**src/hw/rtl/fcmc_pkg.sv**
```systemverilog
// ----------------------------------------------------------------------------
// fcmc_pkg
// Shared constants and types of the FIFO cache miss classifier.
// ----------------------------------------------------------------------------
package fcmc_pkg;

    localparam int MAX_ENTRIES = 32;
    localparam int ADDR_BITS   = 16;
    localparam int COUNT_BITS  = 32;
    localparam int IDX_BITS    = $clog2(MAX_ENTRIES);
    localparam int SIZE_BITS   = 6;
    localparam int SEEN_WIDTH  = 32;
    localparam int SEEN_SEL    = $clog2(SEEN_WIDTH);
    localparam int SEEN_WORDS  = (2 ** ADDR_BITS) / SEEN_WIDTH;
    localparam int SEEN_IBITS  = $clog2(SEEN_WORDS);
    localparam int IN_BITS     = 16;
    localparam int OUT_BITS    = 104;

    localparam logic [SIZE_BITS-1:0] SIZE_RESET = SIZE_BITS'(32);

    localparam logic [1:0] KIND_HIT        = 2'd0;
    localparam logic [1:0] KIND_COMPULSORY = 2'd1;
    localparam logic [1:0] KIND_CAPACITY   = 2'd2;

    typedef struct packed {
        logic clr_step;
        logic load;
        logic scan_step;
        logic commit;
    } t_cmd;

    typedef struct packed {
        logic clr_last;
        logic scan_done;
        logic out_free;
    } t_stat;

endpackage

```
**src/hw/rtl/fcmc_ctrl.sv**
```systemverilog
// ----------------------------------------------------------------------------
// fcmc_ctrl
// Sequencer: bitmap clear after reset, then accept, tag scan and commit.
// ----------------------------------------------------------------------------
module fcmc_ctrl
    import fcmc_pkg::*;
(
    input  logic  i_clk,
    input  logic  i_rst_n,
    input  logic  i_in_valid,
    output logic  o_in_ready,
    input  t_stat i_stat,
    output t_cmd  o_cmd
);

    localparam logic [1:0] ST_CLEAR  = 2'd0;
    localparam logic [1:0] ST_IDLE   = 2'd1;
    localparam logic [1:0] ST_SCAN   = 2'd2;
    localparam logic [1:0] ST_FINISH = 2'd3;

    logic [1:0] r_state;
    logic [1:0] n_state;

    always_ff @(posedge i_clk) begin
        if (!i_rst_n) begin
            r_state <= ST_CLEAR;
        end else begin
            r_state <= n_state;
        end
    end

    always_comb begin
        n_state    = r_state;
        o_cmd      = '0;
        o_in_ready = 1'b0;
        case (r_state)
            ST_CLEAR: begin
                o_cmd.clr_step = 1'b1;
                if (i_stat.clr_last) begin
                    n_state = ST_IDLE;
                end
            end
            ST_IDLE: begin
                o_in_ready = 1'b1;
                if (i_in_valid) begin
                    o_cmd.load = 1'b1;
                    n_state    = ST_SCAN;
                end
            end
            ST_SCAN: begin
                o_cmd.scan_step = 1'b1;
                if (i_stat.scan_done) begin
                    n_state = ST_FINISH;
                end
            end
            ST_FINISH: begin
                if (i_stat.out_free) begin
                    o_cmd.commit = 1'b1;
                    n_state      = ST_IDLE;
                end
            end
            default: begin
                n_state = ST_CLEAR;
            end
        endcase
    end

endmodule

```
**config.mk**
```make
export PLATFORM = sky130hd
export DESIGN_NAME = fcmc_ctrl
export DESIGN_NICKNAME = d
export VERILOG_FILES = /design/src/hw/rtl/fcmc_pkg.sv /design/src/hw/rtl/fcmc_ctrl.sv
export SDC_FILE = /design/constraint.sdc
export NUM_CORES = 1
export LEC_CHECK = 0
export ABC_AREA = 0
export BUFFER_PORTS_ARGS = -buffer_cell sky130_fd_sc_hd__clkbuf_2
export CAP_MARGIN = 10
export CORE_AREA = 3 3 40 42
export CTS_BUF_LIST = sky130_fd_sc_hd__clkbuf_8
export CTS_CLUSTER_SIZE = 20
export DETAILED_ROUTE_END_ITERATION = 6
export DIE_AREA = 0 0 43 45
export HOLD_SLACK_MARGIN = 0.06
export REMOVE_ABC_BUFFERS = 1
export SYNTH_ARGS = -nofsm -noshare
export SYNTH_HDL_FRONTEND = slang
export SYNTH_SLANG_ARGS = --single-unit
export TNS_END_PERCENT = 100
```
**constraint.sdc**
```tcl
create_clock -name i_clk -period 3.2 [get_ports i_clk]
set_input_delay 0.32 -clock i_clk [delete_from_list [all_inputs] [get_ports i_clk]]
set_output_delay 0.32 -clock i_clk [all_outputs]
set_load 0.02 [all_outputs]
```
==> results.cfg <==
[run_status]
status = completed

[clocking]
cts_resized = 0
htree_levels = 1
cts.reportedPaths.clkPinSlew_ns = 0.03
cts_buffer_depth = 2
clkLatencyLatePin_ns = 0.21
cts_tree = yes
cts_buffers = 3
cts_setup_buffers = 0
clock-sinks = 2
cts-root-buf = clkbuf_8
ctsHoldBuffers = 0

[worst_setup_path]
regToRegEndpoint = r_state[0]$_SDFFE_PN0P_
crit_chain = inv_1 -> ha_1 -> nor2b_4 -> a2111oi_4 -> mux2i_1
ff2ff_setup_slack_ns = 1.70
start_kind = register
cp_num_buf_inv = 1
path_depth = 5
required_ns = 3.33
critPathCaptureType = register
cp.arrival_ns = 1.64
path_delay_family = flip-flops
path_max_fanout = 5
slowest_stage = dfxtp_1
startpoint = r_state[0]$_SDFFE_PN0P_
rr_worst_depth = 5
r2r-start = r_state[0]$_SDFFE_PN0P_
cp-endpoint = r_state[0]$_SDFFE_PN0P_
critPathMaxStageDelay_ns = 0.40
worstSetupPathType = reg2reg

[timing]
finalHoldViolations = 0
setup_viol = 0
skew_ns = 0.002621
period_needed_ns = 1.504
timing.setup.tns_ns = 0
fmax_ghz = 0.6647
setup_slack_ns = 1.696
rsz0062_at_grt = no
tightest_slew_ns = 0.3288
slew_viol_final = 0
slew_headroom = 0.7808
fin_crit_sh = 0.4702

[yosys]
avgSynthCellArea_um2 = 9.896
synth_top_area_cell = ha_1
synth-seq-cells = 2
yosys.area_share.simple = 0.2586
synth_warnings = 0
synth-compound-area-share = 0.1264
synth_top_area_frac = 0.2874
synth.yosys.seq_area_share = 0.1839
synthDistinctLibCells = 10
synthCells = 22
synth-xor-area-share = 0
synth_area_leaders = ha_1 29%, dfxtp_1 18%, a2111oi_4 13%, mux2i_1 9.2%, nor2b_4 6.3%
synth_top_family_by_area = adder cells
synth_area_um2 = 217.7
synth.area.mux_share = 0.09195
synth_fa_ha_area_frac = 0.2874

[placement]
io_buffers = 10
dp_slack_ns = 1.667
gp_congestion = 0.6353
hpwl_um = 341.3

[grt]
grt_pass1_wl_um = 696
grt_use_total = 0.05066
grt_overflow = 0
grt_pass1_vias = 191
antenna_found_initial = 0
grt_max_degree = 6

[layout]
reg_top3 = r_state x2
area_growth_pct = 50.57
largest_register = r_state
n_antenna_cell = 0
layout_commonest_cell = clkbuf_2
final_cell_mix = 10 x clkbuf_2, 5 x ha_1, 3 x inv_1, 3 x nand2_1, 3 x clkbuf_8
fin_nets = 48
drive_above_1_share = 0.4286
largest_reg_flops = 2

[power]
seqPwrFrac = 0.163
p_per_area_mw_per_mm2 = 978.6
comb_power_share = 0.537
p_leak_nw = 0.1729
peakVddDrop_uv = 316.2
switching_share = 0.3832
switchingPower_w = 0.0001229
clockPowerShare = 0.300
p_int_w = 0.0001979

[floorplan]
ios = 11
die_y_um = 45
coreArea_mm2 = 0.001285
die_x_um = 43
die-area_mm2 = 0.001935
start_util = 0.1694
rows = 13

[drt]
ant_nets = 0
totalWireLength_um = 386
wire_per_inst_um = 7.720
drtIter0Drc = 0
drc = 0
num_vias = 179
firstDrtPassIters = 1
vias_per_cell = 3.580

[flow_run]
cap_violations = 0

[worst_hold_path]
min_path_type = in2reg
-- layout make-up --
cell class                 count  area, um2
clock buffer                   3      41.29
fill                         144      957.2
inverter                       3      11.26
multi-input combinational     17      166.4
sequential                     2      40.04
tap                           15      18.77
timing repair buffer          10      50.05
-- cell usage after synthesis --
cell type / count
ha_1: 5
inv_1: 3
nand2_1: 3
and2_1: 2
dfxtp_1: 2
mux2i_1: 2
nor2b_1: 2
a2111oi_4: 1
nand2b_1: 1
nor2b_4: 1
-- cells by family after synthesis --
group | Yosys count
adders and majority gates | 5
and+or+nand+nor | 9
AOI/OAI and AO/OA | 1
muxes | 2
DFF | 2
buffers and inverters | 3
-- power by group through the flow --
stage / clock, W / sequential (W) / combinational, W
floorplan: 0 / 0.0000490 / 0.000142
global route: 0.000107 / 0.0000556 / 0.000190
detailed placement: 0 / 0.0000541 / 0.000176
finish: 0.0000962 / 0.0000524 / 0.000172
CTS: 0.0000993 / 0.0000537 / 0.000177
global placement: 0 / 0.0000532 / 0.000173
-- stage by stage --
stage | total power (W) | cells | cell area [um2] | hold slack [ns] | util
floorplan | 0.0001909 | 22 | 217.7 | 0.4663 | -
global placement | 0.0002263 | 47 | 286.5 | 0.4957 | 0.2230
detailed placement | 0.0002304 | 47 | 286.5 | 0.5030 | 0.2230
CTS | 0.0003302 | 50 | 327.8 | 0.3924 | 0.2551
global route | 0.0003521 | 50 | 327.8 | 0.4256 | 0.2551
finish | 0.0003208 | 50 | 327.8 | 0.3901 | 0.2551
-- how the worst min path moves through the flow --
stage / slack (ns) / cells past startpoint / from / to
global placement: 0.50 / 2 / r_state[1]$_SDFFE_PN0P_ / r_state[1]$_SDFFE_PN0P_
finish: 0.39 / 3 / i_rst_n / r_state[1]$_SDFFE_PN0P_
detailed placement: 0.50 / 2 / r_state[1]$_SDFFE_PN0P_ / r_state[1]$_SDFFE_PN0P_
floorplan: 0.47 / 2 / i_rst_n / r_state[1]$_SDFFE_PN0P_
global route: 0.43 / 3 / i_rst_n / r_state[0]$_SDFFE_PN0P_
CTS: 0.39 / 3 / i_rst_n / r_state[1]$_SDFFE_PN0P_
-- worst reg2reg max path, stage by stage, from the launching register on --
cell       delay, ns
dfxtp_1         0.40
inv_1           0.09
ha_1            0.22
nor2b_4         0.13
a2111oi_4       0.38
mux2i_1         0.22
-- layer usage --
metal	wire length (um)	GRT usage
met1	182	0.04785
met2	172	0.08683
met3	31	0.04781
met4	0	0
met5	0	0
(Power assumes the default switching activity.)
